===== src/rtl/core/lock_wait_blame_table_top_defines.svh =====
// ----------------------------------------------------------------------------
// Lock wait blame table assertion macros
// Shared concurrent check wrappers, clocked on clk and disabled in reset.
// ----------------------------------------------------------------------------
`ifndef LOCK_WAIT_BLAME_TABLE_TOP_DEFINES_SVH
`define LOCK_WAIT_BLAME_TABLE_TOP_DEFINES_SVH

// Same-cycle implication
`define LWBT_ASSERT_IMP(lbl, ante, cons) \
    lbl: assert property (@(posedge clk) disable iff (!rst_n) (ante) |-> (cons)) \
        else $error("lwbt: same-cycle check failed");

// Next-cycle implication
`define LWBT_ASSERT_NXT(lbl, ante, cons) \
    lbl: assert property (@(posedge clk) disable iff (!rst_n) (ante) |=> (cons)) \
        else $error("lwbt: next-cycle check failed");

`endif


===== src/rtl/core/lwbt_fifo.sv =====
`timescale 1ns / 1ps
// ----------------------------------------------------------------------------
// Lock wait blame table command queue
// Two-entry queue between the front end and the table side.
// ----------------------------------------------------------------------------
module lwbt_fifo #(
    parameter int W = 46
) (
    input  logic         clk,
    input  logic         rst_n,
    input  logic         push,
    input  logic [W-1:0] wdata,
    output logic         full,
    input  logic         pop,
    output logic [W-1:0] rdata,
    output logic         empty
);

    logic [W-1:0] ent_reg [2];
    logic         wr_ptr_reg, wr_ptr_next;
    logic         rd_ptr_reg, rd_ptr_next;
    logic [1:0]   cnt_reg, cnt_next;

    assign full  = cnt_reg == 2'd2;
    assign empty = cnt_reg == 2'd0;
    assign rdata = ent_reg[rd_ptr_reg];

    // Pointer and occupancy update
    always_comb
    begin
        wr_ptr_next = wr_ptr_reg ^ push;
        rd_ptr_next = rd_ptr_reg ^ pop;
        cnt_next    = cnt_reg + {1'b0, push} - {1'b0, pop};
    end

    always_ff @(posedge clk or negedge rst_n)
    begin
        if (!rst_n)
        begin
            wr_ptr_reg <= 1'b0;
            rd_ptr_reg <= 1'b0;
            cnt_reg    <= 2'd0;
        end
        else
        begin
            wr_ptr_reg <= wr_ptr_next;
            rd_ptr_reg <= rd_ptr_next;
            cnt_reg    <= cnt_next;
        end
    end

    // Entry storage
    always_ff @(posedge clk)
    begin
        if (push)
        begin
            ent_reg[wr_ptr_reg] <= wdata;
        end
    end

endmodule


===== config.mk =====
export PLATFORM = sky130hd
export DESIGN_NAME = lwbt_fifo
export DESIGN_NICKNAME = d
export VERILOG_FILES = /design/src/rtl/core/lock_wait_blame_table_top_defines.svh /design/src/rtl/core/lwbt_fifo.sv
export SDC_FILE = /design/constraint.sdc
export NUM_CORES = 1
export LEC_CHECK = 0
export BUFFER_PORTS_ARGS = -buffer_cell sky130_fd_sc_hd__clkbuf_2
export CAP_MARGIN = 10
export CELL_PAD_IN_SITES_DETAIL_PLACEMENT = 0
export CELL_PAD_IN_SITES_GLOBAL_PLACEMENT = 2
export CORE_ASPECT_RATIO = 0.75
export CORE_UTILIZATION = 30
export DETAILED_ROUTE_END_ITERATION = 8
export GPL_ROUTABILITY_DRIVEN = 1
export PLACE_DENSITY = 0.62
export SLEW_MARGIN = 5
export SYNTH_ARGS = -nofsm -noshare
export SYNTH_HDL_FRONTEND = slang
export SYNTH_SLANG_ARGS = --single-unit

===== constraint.sdc =====
create_clock -name clk -period 2.4 [get_ports clk]
set_clock_uncertainty 0.15 [all_clocks]
set_input_delay 0.48 -clock clk [delete_from_list [all_inputs] [get_ports clk]]
set_output_delay 0.48 -clock clk [all_outputs]
set_load 0.01 [all_outputs]

==> impl_metrics.toml <==
[outcome]
outcome = "finished, final reports clean"

[clocking]
cts_buffers = 9
h-tree-depth = 3
clockBufferDepth = 2
cts-root-buf = "clkbuf_16"
cts_tree = "done"
insertion_delay_ns = 0.33
cts.clk_slew.worst_paths_ns = 0.06
cts.sinks = 96
cts_resized = 0

[setup_path]
crit_type = "reg -> out"
ff2ff_path_depth = 3
cp_data_required_time_ns = 1.77
end_kind = "primary output"
path_max_fanout = 32
worstSetupStartpointType = "flop"
crit_arrival_ns = 1.51

[floorplanning]
start_util = 0.311
row_count = 34
die-area_sq_mm = 0.0126
fp.dieW_microns = 129
chipHeight_microns = 97.5
io_pins = 98
coreArea_sq_mm = 0.0117

[finish]
antenna_cells = 0
nets = 323
nFillCells = 1102
area_delta_synth_final_pct = 28.4
final_layout_size_suffix_gt1_frac = 0.609
largest_reg_flops = 92

[routing]
drc = 0
vias_per_cell = 4.11
drt-met1-wl_microns = 3380
wl_met2_microns = 2780
totalWireLength_microns = 6710
topRoutingLayerUsed = "met4"
met3_length_microns = 482
firstDrtPassIters = 4
drt-initial-drc-count = 107
detail_route.wl_per_cell_microns = 15.4
drtAntennaViolNets = 0
vias = 1794

[global_routing]
antenna_found_initial = 0
grt_pass1_vias = 1722
grtUsageTotal = 0.110
grt_pass1_wl_microns = 9900
overflow = 0
grt_max_degree = 33

[power_and_ir_drop]
pwr_density_cell_mw_per_mm2 = 1150
p_leak_nw = 1.88
peakVddDrop_mv = 0.425

[timing]
max_freq_mhz = 467
setup_tns_ns = 0
worst-slew-pin-transition_ns = 0.521
finalHoldViolCount = 0
drv_slew = 0
setup_viol = 0
period_share = 0.893
whs_ns = 0.181
rsz0062_at_grt = "false"
period_needed_ns = 2.14
timing.slew.headroom = 0.653

[placement]
dp_hpwl_microns = 4590
gp_congestion = 0.709
io_buffers = 97

[worst_hold_path]
hold_path_class = "in -> reg"
hold_path_depth = 1

[synthesis]
syn_area_sq_mm = 0.00365
synth.net_count = 213
synth_cells = 159
syn-mean-instance-area_sq_um = 23.0
synth.yosys.warnings = 0
synth_seq_cells = 96
synth.distinct_cells = 12
yosysSeqAreaShare = 0.784

[run]
drv_cap = 0
-- worst max-delay path, cell delays in order, from the launching register on --
cell and delay (ns):
dfrtp_2 0.41, buf_12 0.25, mux2_2 0.38, clkbuf_2 0.13
-- path summary, 6_finish.rpt --
kind / start / slack (ns) / endpoint
worst max-delay path: rd_ptr_reg$_DFF_PN0_ / 0.26 / rdata[0]
worst min-delay path: wdata[44] / 0.18 / ent_reg[1][44]$_DFFE_PP_
worst max register to register: wr_ptr_reg$_DFF_PN0_ / 0.75 / ent_reg[0][18]$_DFFE_PP_
worst min register to register: wr_ptr_reg$_DFF_PN0_ / 0.49 / wr_ptr_reg$_DFF_PN0_
max in group asynchronous: rst_n / 1.61 / rd_ptr_reg$_DFF_PN0_
min in group asynchronous: rst_n / 0.34 / wr_ptr_reg$_DFF_PN0_
-- area by class of cell --
class / count / area [sq um] / share of cell area
tap: 162 / 203 / 0.0432
clock inverter: 7 / 38.8 / 0.00827
inverter: 4 / 15.0 / 0.00320
clock buffer: 9 / 225 / 0.0480
multi-input combinational: 54 / 728 / 0.155
timing repair buffer: 104 / 616 / 0.131
sequential: 96 / 2860 / 0.611
-- cell usage in the layout (no fill, tap or decap), types with 2 or more instances in the layout --
cell type and count:
edfxtp_1 92, dfrtp_1 3, mux2_4 30, clkbuf_16 9, ha_2 2, buf_12 6, clkbuf_2 97, inv_1 4
mux2_2 16, clkinv_2 4, ha_1 2, clkinvlp_4 2
-- cells by family after synthesis --
logic type,after synthesis,share of synthesized area
adder cells (fa/ha/maj),4,0.0137
buffers and inverters,9,0.0178
multiplexers,46,0.173
flip-flops,96,0.784
XOR/XNOR,2,0.00891
AND/OR/NAND/NOR,2,0.00274
-- Yosys cell counts --
cell type / instances / share of area
buf_2: 1 / 0.0014
buf_6: 4 / 0.012
dfrtp_1: 4 / 0.027
edfxtp_1: 92 / 0.76
ha_1: 4 / 0.014
inv_1: 4 / 0.0041
mux2_2: 16 / 0.049
mux2_4: 30 / 0.12
nor2_1: 1 / 0.0010
nor2b_1: 1 / 0.0017
xor2_1: 1 / 0.0024
xor3_1: 1 / 0.0065
-- per-stage QoR --
stage	instance area [sq um]	setup WS, ns	util	cells	power, mW
2_1_floorplan	3650	0.215	-	159	3.51
3_5_place_dp	4420	0.537	0.376	419	4.20
5_1_grt	4690	0.187	0.399	436	5.68
6_report	4690	0.257	0.399	436	5.39
3_3_place_gp	4420	0.550	0.376	419	4.19
4_1_cts	4690	0.226	0.399	436	5.50
-- what timing repair did --
action                                  4_1_cts  5_1_grt
endpoints found under the hold margin         4        0
endpoints found under the setup margin        0        0
hold buffers                                  1        0
setup buffers                                 0        0
-- where the power goes --
part / switching (mW) / internal [mW] / total [mW]
logic: 0.869 / 0.928 / 1.80
registers: 0.0956 / 2.23 / 2.32
clock network: 0.574 / 0.690 / 1.26
total: 1.54 / 3.85 / 5.39
-- layer usage --
layer | GRT usage | vias up
met1 | 0.158 | 883
met2 | 0.148 | 67
met5 | 0 | -
met3 | 0.0490 | 5
met4 | 0.0326 | 0
li1 | - | 839
Power figures use the tool's default switching activity.
