<file path="src/rtl/core/lock_wait_blame_table_top_defines.svh">
// ----------------------------------------------------------------------------
// Lock wait blame table assertion macros
// Shared concurrent check wrappers, clocked on clk and disabled in reset.
// ----------------------------------------------------------------------------
`ifndef LOCK_WAIT_BLAME_TABLE_TOP_DEFINES_SVH
`define LOCK_WAIT_BLAME_TABLE_TOP_DEFINES_SVH

// Same-cycle implication
`define LWBT_ASSERT_IMP(lbl, ante, cons) \
    lbl: assert property (@(posedge clk) disable iff (!rst_n) (ante) |-> (cons)) \
        else $error("lwbt: same-cycle check failed");

// Next-cycle implication
`define LWBT_ASSERT_NXT(lbl, ante, cons) \
    lbl: assert property (@(posedge clk) disable iff (!rst_n) (ante) |=> (cons)) \
        else $error("lwbt: next-cycle check failed");

`endif

</file>
<file path="src/rtl/core/lwbt_pkg.sv">
`timescale 1ns / 1ps
// ----------------------------------------------------------------------------
// Lock wait blame table package
// Field widths, outcome codes and the command passed from front to back.
// ----------------------------------------------------------------------------
package lwbt_pkg;

    localparam int ADDR_W   = 48;
    localparam int WORD_W   = ADDR_W - 2;
    localparam int ID_W     = 32;
    localparam int CNT_W    = 32;
    localparam int ENTRY_W  = ID_W + CNT_W;
    localparam int PERIOD_W = 31;
    localparam int BLAME_W  = 63;
    localparam int OUTC_W   = 3;

    localparam logic [CNT_W-1:0] COUNT_MAX = '1;

    // Outcome codes
    localparam logic [OUTC_W-1:0] OUT_IGNORED  = 3'd0;
    localparam logic [OUTC_W-1:0] OUT_COUNTED  = 3'd1;
    localparam logic [OUTC_W-1:0] OUT_CLAIMED  = 3'd2;
    localparam logic [OUTC_W-1:0] OUT_COLLIDE  = 3'd3;
    localparam logic [OUTC_W-1:0] OUT_RELEASED = 3'd4;
    localparam logic [OUTC_W-1:0] OUT_MISS     = 3'd5;

    // Classified event handed to the table side
    typedef struct packed {
        logic            op;      // 1 = release
        logic            ignore;  // zero id or uncounted sample
        logic [ID_W-1:0] id;
    } cmd_t;

endpackage

</file>
<file path="src/rtl/core/lwbt_front.sv">
`timescale 1ns / 1ps
// ----------------------------------------------------------------------------
// Lock wait blame table front end
// Takes event beats, derives lock id and table index, flags ignored events.
// ----------------------------------------------------------------------------
module lwbt_front #(
    parameter int TABLE_DEPTH = 4096,
    parameter int IDX_W       = 12
) (
    input  logic                        clk,
    input  logic                        rst_n,
    input  logic                        clearing,
    input  logic                        s_axis_tvalid,
    output logic                        s_axis_tready,
    input  logic [lwbt_pkg::ADDR_W-1:0] s_axis_tdata,   // [47:0] lock_address
    input  logic [1:0]                  s_axis_tuser,   // [0] operation, [1] sample_counts
    input  logic                        fifo_full,
    output logic                        push,
    output lwbt_pkg::cmd_t              cmd,
    output logic [IDX_W-1:0]            idx
);

    localparam bit IS_POW2 = (TABLE_DEPTH & (TABLE_DEPTH - 1)) == 0;

    logic [lwbt_pkg::WORD_W-1:0] in_word;
    logic [lwbt_pkg::ID_W-1:0]   in_id;

    assign in_word = s_axis_tdata[lwbt_pkg::ADDR_W-1:2];
    assign in_id   = in_word[lwbt_pkg::ID_W-1:0];

    if (IS_POW2) begin : g_pow2
        // Index is the low word bits: classify and push in the accept cycle
        assign s_axis_tready = !clearing && !fifo_full;
        assign push          = s_axis_tvalid && s_axis_tready;
        assign idx           = in_word[IDX_W-1:0];
        assign cmd.op        = s_axis_tuser[0];
        assign cmd.ignore    = (in_id == '0) || (!s_axis_tuser[0] && !s_axis_tuser[1]);
        assign cmd.id        = in_id;
    end else begin : g_rem
        // Index is word modulo depth: restoring remainder, one byte per cycle
        localparam int NSTEP  = (lwbt_pkg::WORD_W + 7) / 8;
        localparam int PAD_W  = NSTEP * 8;
        localparam int STEP_W = $clog2(NSTEP + 1);
        localparam logic [IDX_W:0]    DEPTH_V   = (IDX_W + 1)'(TABLE_DEPTH);
        localparam logic [STEP_W-1:0] LAST_STEP = STEP_W'(NSTEP);

        logic                      busy_reg, busy_next;
        logic [STEP_W-1:0]         step_reg, step_next;
        logic [PAD_W-1:0]          word_reg;
        logic [IDX_W-1:0]          rem_reg;
        logic [lwbt_pkg::ID_W-1:0] id_reg;
        logic                      op_reg;
        logic                      counts_reg;
        logic [IDX_W:0]            rem_acc;
        logic [7:0]                chunk;
        logic                      accept;
        logic                      working;

        assign s_axis_tready = !clearing && !busy_reg;
        assign accept        = s_axis_tvalid && s_axis_tready;
        assign working       = busy_reg && (step_reg != LAST_STEP);
        assign push          = busy_reg && (step_reg == LAST_STEP) && !fifo_full;
        assign chunk         = word_reg[PAD_W-1 -: 8];

        // Eight restoring steps on the current top byte
        always_comb
        begin
            rem_acc = {1'b0, rem_reg};
            for (int i = 0; i < 8; i++)
            begin
                rem_acc = {rem_acc[IDX_W-1:0], chunk[7-i]};
                if (rem_acc >= DEPTH_V)
                begin
                    rem_acc = rem_acc - DEPTH_V;
                end
            end
        end

        always_comb
        begin
            busy_next = busy_reg;
            step_next = step_reg;
            if (accept)
            begin
                busy_next = 1'b1;
                step_next = '0;
            end
            else if (working)
            begin
                step_next = step_reg + 1'b1;
            end
            else if (push)
            begin
                busy_next = 1'b0;
            end
        end

        always_ff @(posedge clk or negedge rst_n)
        begin
            if (!rst_n)
            begin
                busy_reg <= 1'b0;
                step_reg <= '0;
            end
            else
            begin
                busy_reg <= busy_next;
                step_reg <= step_next;
            end
        end

        // Item payload and running remainder
        always_ff @(posedge clk)
        begin
            if (accept)
            begin
                word_reg   <= PAD_W'(in_word);
                rem_reg    <= '0;
                id_reg     <= in_id;
                op_reg     <= s_axis_tuser[0];
                counts_reg <= s_axis_tuser[1];
            end
            else if (working)
            begin
                word_reg <= word_reg << 8;
                rem_reg  <= rem_acc[IDX_W-1:0];
            end
        end

        assign idx        = rem_reg;
        assign cmd.op     = op_reg;
        assign cmd.ignore = (id_reg == '0) || (!op_reg && !counts_reg);
        assign cmd.id     = id_reg;
    end

endmodule

</file>
<file path="config.mk">
export PLATFORM = sky130hd
export DESIGN_NAME = lwbt_front
export DESIGN_NICKNAME = d
export VERILOG_FILES = /design/src/rtl/core/lock_wait_blame_table_top_defines.svh /design/src/rtl/core/lwbt_pkg.sv /design/src/rtl/core/lwbt_front.sv
export SDC_FILE = /design/constraint.sdc
export NUM_CORES = 1
export LEC_CHECK = 0
export ABC_CLOCK_PERIOD_IN_PS = 2700
export BUFFER_PORTS_ARGS = -buffer_cell sky130_fd_sc_hd__buf_2
export CORE_MARGIN = 5
export CORE_UTILIZATION = 25
export DETAILED_ROUTE_END_ITERATION = 6
export PLACE_DENSITY = 0.87
export REMOVE_ABC_BUFFERS = 1
export SLEW_MARGIN = 20
export SYNTH_ARGS = -nofsm -noshare
export SYNTH_HDL_FRONTEND = slang
export SYNTH_SLANG_ARGS = --single-unit
</file>
<file path="constraint.sdc">
create_clock -name vclk -period 2.7
set_clock_uncertainty 0.1 [all_clocks]
set_input_delay 0.54 -clock vclk [all_inputs]
set_output_delay 0.54 -clock vclk [all_outputs]
set_load 0.005 [all_outputs]
</file>
==> impl_metrics.json, run 1 <==
{
  "p_total_uw": 84.56,
  "end_kind": "primary output",
  "drtIter0Drc": 4,
  "hold_path.class": "in2out",
  "synth_area_leaders": "buf_4, nor4_1, nand4_1",
  "layout_commonest_cell": "buf_2",
  "wl_per_cell_um": 16.02,
  "vias": 510,
  "crit_top_cell": "buf_2",
  "worstMarginPinSlew_ns": 0.2487,
  "arrival_ns": 1.34,
  "design.seq.count": 0,
  "ioPinCount": 103,
  "synth_top_cell_by_area": "buf_4",
  "drt_pre_antenna_iters": 4,
  "syn_area_um2": 429.2,
  "period_minus_slack_ns": 1.978,
  "post-route-cell-area_um2": 538.0,
  "leakage_uw": 0.0003487,
  "path_buf_inv": 2,
  "crit_family": "simple AND/OR/NAND/NOR gates",
  "finalHoldViolations": 0,
  "cp_cell_sequence": "buf_2 > nor4_1 > nand4_1 > o22ai_2 > buf_2",
  "layout-drive-gt1-share_pct": 88.78,
  "fp.dieW_um": 51.43,
  "rsz0062_at_grt": "no",
  "hp-start": "s_axis_tdata[21]",
  "slew_headroom_pct": 83.27,
  "synth-seq-area-share_pct": 0,
  "path_max_fanout": 2,
  "antennaDiodeCount": 0,
  "seq_area_um2": 0,
  "drc_errors": 0,
  "final_nets": 155,
  "cpMaxStageDelayCell": "nor4_1",
  "grt_pass1_wl_mm": 2.477,
  "power.density_nw_per_um2": 157.2,
  "dieArea_um2": 2645,
  "grt_overflow": 0,
  "synth_top_area_share_pct": 78.72,
  "fmax_mhz": 505.6,
  "cts_setup_buffers": 0,
  "cts_resized": 0,
  "place_congestion": 0.7077,
  "outcome": "finished clean",
  "ant_nets": 0,
  "final-setup-viol-count": 0,
  "synth_cells": 58,
  "critPathMaxStageDelay_ns": 0.29,
  "final.period_utilization_pct": 73.26,
  "ir_worst_vdd_uv": 52.39,
  "first_global_vias": 518,
  "place_ws_ns": 0.7018,
  "totalWireLength_mm": 1.842,
  "fp.coreArea_um2": 1670,
  "cp_data_required_time_ns": 2.06,
  "max_cap_viol_count": 0,
  "final_cell_mix": "buf_2, nor4_1, nand4_1",
  "nClkBuffers": 0,
  "antenna_found_initial": 0,
  "placementRows": 15,
  "min_to": "cmd[19]",
  "holdPathStages": 2,
  "dpl-instance-area_um2": 538.0,
  "die_h_um": 51.43,
  "yosys_warnings": 0,
  "slew_viol_final": 0,
  "cp-startpoint": "s_axis_tdata[27]",
  "syn_avg_cell_area_um2": 7.399,
  "startpoint_type": "primary input",
  "grt.total_usage_pct": 12.58,
  "grt_max_degree": 4,
  "fillers": 201,
  "syn2layout_area_growth_pct": 25.36,
  "port_buffers": 85,
  "initial_utilization_pct": 25.69,
  "ys_types": 7,
  "vias_per_cell": 4.435,
  "finalSetupTns_ns": 0,
  "multi_input_comb_area_um2": 91.34,
  "postCtsHoldBufs": 0,
  "crit_type": "in2out",
  "fin_ws_ns": 0.7220
}
area by class of cell:
| cell class | instances | area share [%] |
|---|---|---|
| well taps | 17 | 3.953 |
| multi-input cells | 13 | 16.98 |
| repair buffers | 85 | 79.07 |
power breakdown:
group / switching [uW] / total [uW] / internal (uW)
logic: 39.0 / 84.6 / 45.5
registers: 0 / 0 / 0
clock network: 0 / 0 / 0
worst max-delay path by stage:
stage               endpoint  slack [ns]  cells past startpoint
finish               cmd[32]        0.72                      5
global route         cmd[32]        0.65                      5
CTS                  cmd[32]        0.70                      5
detailed placement   cmd[32]        0.70                      5
global placement     cmd[32]        0.69                      5
floorplan            cmd[32]        1.01                      3
cells in the mapped netlist:
master	n
buf_4	45
nor4_1	7
nand4_1	2
and2_1	1
nor2_1	1
nor4_2	1
o22ai_2	1
metrics by stage:
stage | hold WS [ns] | instances | utilization (%)
4_1_cts | 1.170 | 115 | 32.21
3_3_place_gp | 1.171 | 115 | 32.21
3_5_place_dp | 1.170 | 115 | 32.21
5_1_grt | 1.182 | 115 | 32.21
2_1_floorplan | 0.9800 | 13 | -
6_report | 1.169 | 115 | 32.21
metal layers:
metal / vias to the layer above / part of all wire [%] / global-route usage, %
li1: 234 / - / -
met1: 213 / 41 / 18.23
met2: 63 / 43 / 20.97
met3: 0 / 16 / 1.458
met4: 0 / 0 / 0
met5: - / 0 / 0
kinds of logic (layout without fill, tap and decap cells):
| group | count (synthesis) | count (layout) | share of synthesized area, % |
|---|---|---|---|
| simple gates | 12 | 12 | 18.37 |
| buf+inv | 45 | 85 | 78.72 |
| compound gates | 1 | 1 | 2.915 |
No activity file was read; power rests on OpenSTA's default activity.
==> run 2, diff against run 1 <==
- ABC_AREA: default -> 1
- ABC_CLOCK_PERIOD_IN_PS: 2700 -> 1600
- CORE_UTILIZATION: 25 -> 22
- PLACE_DENSITY: 0.87 -> 0.76
- clock period: 2.7 -> 1.6 ns (I/O delays scaled with it)
==> impl_metrics.json, run 2 <==
{
  "initial_utilization_pct": 23.63,
  "leakage_uw": 0.0003830,
  "crit_family": "simple AND/OR/NAND/NOR gates",
  "final.period_utilization_pct": 87.88,
  "final_nets": 176,
  "ioPinCount": 103,
  "drt_pre_antenna_iters": 4,
  "cp_data_required_time_ns": 1.18,
  "worstMarginPinSlew_ns": 0.1381,
  "ys_types": 6,
  "final-setup-viol-count": 0,
  "seq_area_um2": 0,
  "holdPathStages": 2,
  "p_clk_share_pct": 0,
  "hold_path.class": "in2out",
  "layout-drive-gt1-share_pct": 72.27,
  "first_global_vias": 521,
  "wl_per_cell_um": 8.918,
  "antenna_found_initial": 0,
  "path_max_fanout": 2,
  "grt_max_degree": 4,
  "finalSetupTns_ns": 0,
  "arrival_ns": 0.99,
  "path_buf_inv": 2,
  "cp_cell_sequence": "buf_2 > nor2_1 > nand2_1 > nor2_1 > nand2_1 > o21ai_1 > buf_2",
  "critPathMaxStageDelay_ns": 0.12,
  "switching_share_pct": 42.82,
  "cp.depth": 7,
  "vias_per_cell": 3.678,
  "yosys-top-cells-count": "buf_4, nor2_1, nand2_1",
  "syn_avg_cell_area_um2": 5.987,
  "design.seq.count": 0,
  "cts_resized": 0,
  "max_cap_viol_count": 0,
  "hold_ws_ns": 0.7187,
  "power.switching_uw": 59.79,
  "synth-seq-area-share_pct": 0,
  "fp.dieW_um": 56.37,
  "grt.total_usage_pct": 6.767,
  "placementRows": 16,
  "period_minus_slack_ns": 1.406,
  "die_h_um": 56.37,
  "crit_type": "in2out",
  "power.density_nw_per_um2": 234.9,
  "outcome": "finished clean",
  "drc_errors": 0,
  "vias": 537,
  "dieArea_um2": 3177,
  "antennaDiodeCount": 0,
  "slew_headroom_pct": 90.77,
  "grt_pass1_wl_mm": 1.932,
  "synth_top_area_share_pct": 71.43,
  "syn_area_um2": 473.0,
  "synth_top_cell_by_area": "buf_4",
  "cts_setup_buffers": 0,
  "rsz0062_at_grt": "no",
  "drtIter0Drc": 3,
  "fp.coreArea_um2": 2002,
  "grt_overflow": 0,
  "place_congestion": 0.6483,
  "end_kind": "primary output",
  "p_comb_share_pct": 100.0,
  "startpoint_type": "primary input",
  "final_cell_mix": "buf_2, nor2_1, nand2_1",
  "cpMaxStageDelayCell": "buf_2",
  "postCtsHoldBufs": 0,
  "finalHoldViolations": 0,
  "ant_nets": 0,
  "fmax_mhz": 711.2,
  "layout_commonest_cell": "buf_2",
  "syn2layout_area_growth_pct": 25.66,
  "yosys_warnings": 0,
  "nClkBuffers": 0,
  "synth.most_common_cell": "buf_4",
  "synth_cells": 79,
  "totalWireLength_mm": 1.302,
  "port_buffers": 85,
  "p_seq_share_pct": 0,
  "ir_worst_vdd_uv": 125.1,
  "slew_viol_final": 0,
  "synth_area_leaders": "buf_4, nor2_1, nand2_1",
  "intPower_uw": 79.84
}
## run 2: final timing paths
path	start	to
worst min-delay path	s_axis_tuser[0]	cmd[33]
worst max-delay path	s_axis_tdata[19]	cmd[32]
## run 2: stage by stage
stage                     power [uW]  instance area (um2)  setup slack (ns)  instances  utilization (%)
after floorplan                15.13                135.1            0.4470         34                -
after global placement         140.9                594.3            0.1710        146            29.69
after detailed placement       142.2                594.3            0.1640        146            29.69
after CTS                      142.7                594.3            0.1535        146            29.69
after global routing           156.6                594.3           0.04729        146            29.69
final                          139.6                594.3            0.1940        146            29.69
## run 2: final cells by class
cell class                 count  area (um2)
timing repair buffer          85       425.4
multi-input combinational     34       135.1
fill                         244        1408
tap                           27       33.78
## run 2: layer usage
metal	global-route usage [%]	vias up	part of all wire, %
met2	13.52	52	47
li1	-	276	-
met5	0	-	0
met3	1.376	0	16
met1	7.682	209	36
met4	0	0	0
## run 2: cells by family after synthesis
kind of cell	Yosys count	synth area share [%]
buffers and inverters	45	71.43
AOI/OAI and AO/OA	1	1.057
and+or+nand+nor	33	27.52
## run 2: power groups by stage
stage | clock network (uW) | logic, uW | registers (uW)
after floorplan | 0 | 15.1 | 0
after global placement | 0 | 141 | 0
after detailed placement | 0 | 142 | 0
after CTS | 0 | 143 | 0
after global routing | 0 | 157 | 0
final | 0 | 140 | 0
==> run 3, diff against run 2 <==
- ABC_CLOCK_PERIOD_IN_PS: 1600 -> 1700
- CORE_UTILIZATION: 22 -> 27
- PLACE_DENSITY: 0.76 -> 0.88
- clock period: 1.6 -> 1.7 ns (I/O delays scaled with it)
==> impl_metrics.json, run 3 (synthesis results as in run 2) <==
{
  "outcome": "finished clean",
  "layout-drive-gt1-share_pct": 72.27,
  "nClkBuffers": 0,
  "p_comb_share_pct": 100.0,
  "grt_max_degree": 4,
  "slew_headroom_pct": 90.68,
  "finalHoldViolations": 0,
  "fp.coreArea_um2": 1689,
  "switching_share_pct": 42.64,
  "first_global_vias": 469,
  "p_seq_share_pct": 0,
  "slew_viol_final": 0,
  "crit_type": "in2out",
  "totalWireLength_mm": 1.300,
  "arrival_ns": 1.01,
  "grt_overflow": 0,
  "cts_setup_buffers": 0,
  "drtIter0Drc": 1,
  "power.density_nw_per_um2": 225.1,
  "dp_hpwl_mm": 1.255,
  "dpl.cell_count": 136,
  "port_buffers": 85,
  "critPathMaxStageDelay_ns": 0.12,
  "antennaDiodeCount": 0,
  "cpMaxStageDelayCell": "o21ai_1",
  "end_kind": "primary output",
  "final_nets": 176,
  "grt_pass1_wl_mm": 1.773,
  "rsz0062_at_grt": "no",
  "drt_pre_antenna_iters": 2,
  "design.seq.count": 0,
  "instances_no_fill": 136,
  "seq_area_um2": 0,
  "place_congestion": 0.6070,
  "startpoint_type": "primary input",
  "drc_errors": 0,
  "cp_data_required_time_ns": 1.26,
  "final-setup-viol-count": 0,
  "hold_path.class": "in2out",
  "ioPinCount": 103,
  "p_clk_share_pct": 0,
  "max_cap_viol_count": 0,
  "vias": 540,
  "ant_nets": 0,
  "fp.dieW_um": 51.86,
  "vias_per_cell": 3.971,
  "die_h_um": 51.86,
  "cts_resized": 0,
  "worstMarginPinSlew_ns": 0.1395,
  "syn2layout_area_growth_pct": 23.02,
  "intPower_uw": 75.11,
  "finalSetupTns_ns": 0,
  "dieArea_um2": 2689,
  "initial_utilization_pct": 28.00,
  "grt.total_usage_pct": 7.917,
  "leakage_uw": 0.0003830,
  "placementRows": 15,
  "power.switching_uw": 55.84,
  "antenna_found_initial": 0,
  "fmax_mhz": 691.9,
  "path_max_fanout": 3,
  "cp_cell_sequence": "buf_2 > nor2_1 > nand2_1 > nor2_1 > nand2_1 > o21ai_1 > buf_2",
  "period_minus_slack_ns": 1.445,
  "final.period_utilization_pct": 85.02,
  "layout_commonest_cell": "buf_2",
  "wl_per_cell_um": 9.559,
  "final_cell_mix": "buf_2, nor2_1, nand2_1",
  "ir_worst_vdd_uv": 93.23,
  "postCtsHoldBufs": 0,
  "fillers": 212
}
==> run 3: final timing paths <==
check / cells past startpoint / startpoint / slack (ns) / to
min: 2 / s_axis_tdata[25] / 0.76 / cmd[23]
max: 7 / s_axis_tdata[3] / 0.25 / cmd[32]
==> run 3: per-layer routing <==
metal / vias to the layer above / GRT usage (%) / share of wire, %
met5: - / 0 / 0
met4: 0 / 0 / 0
met3: 0 / 1.146 / 16
met2: 42 / 15.48 / 51
met1: 222 / 9.450 / 33
li1: 276 / - / -
==> run 3: cell type report <==
| type | count | area (um2) | area share [%] |
|---|---|---|---|
| multi-input combinational | 34 | 135.1 | 23.23 |
| tap | 17 | 21.27 | 3.656 |
| timing repair buffer | 85 | 425.4 | 73.12 |
==> run 3: critical path, delay by kind of cell <==
kind                   cells  cell delay, ns
AO/OA/AOI/OAI              1            0.12
buffers and inverters      2            0.23
AND/OR/NAND/NOR            4            0.31
==> run 3: through the flow <==
step	power [uW]	setup slack [ns]	utilization (%)	hold slack, ns	instance area (um2)
6_report	131.0	0.2547	34.44	0.7629	581.8
5_1_grt	148.9	0.1235	34.44	0.7687	581.8
4_1_cts	134.4	0.2169	34.44	0.7640	581.8
3_5_place_dp	133.7	0.2181	34.44	0.7635	581.8
3_3_place_gp	132.2	0.2399	34.44	0.7624	581.8
2_1_floorplan	14.24	0.5070	-	0.5800	135.1
==> run 3: power by group through the flow <==
stage          Sequential (uW)  Clock [uW]  Combinational [uW]
4_1_cts                      0           0                 134
6_report                     0           0                 131
3_5_place_dp                 0           0                 134
3_3_place_gp                 0           0                 132
5_1_grt                      0           0                 149
2_1_floorplan                0           0                14.2
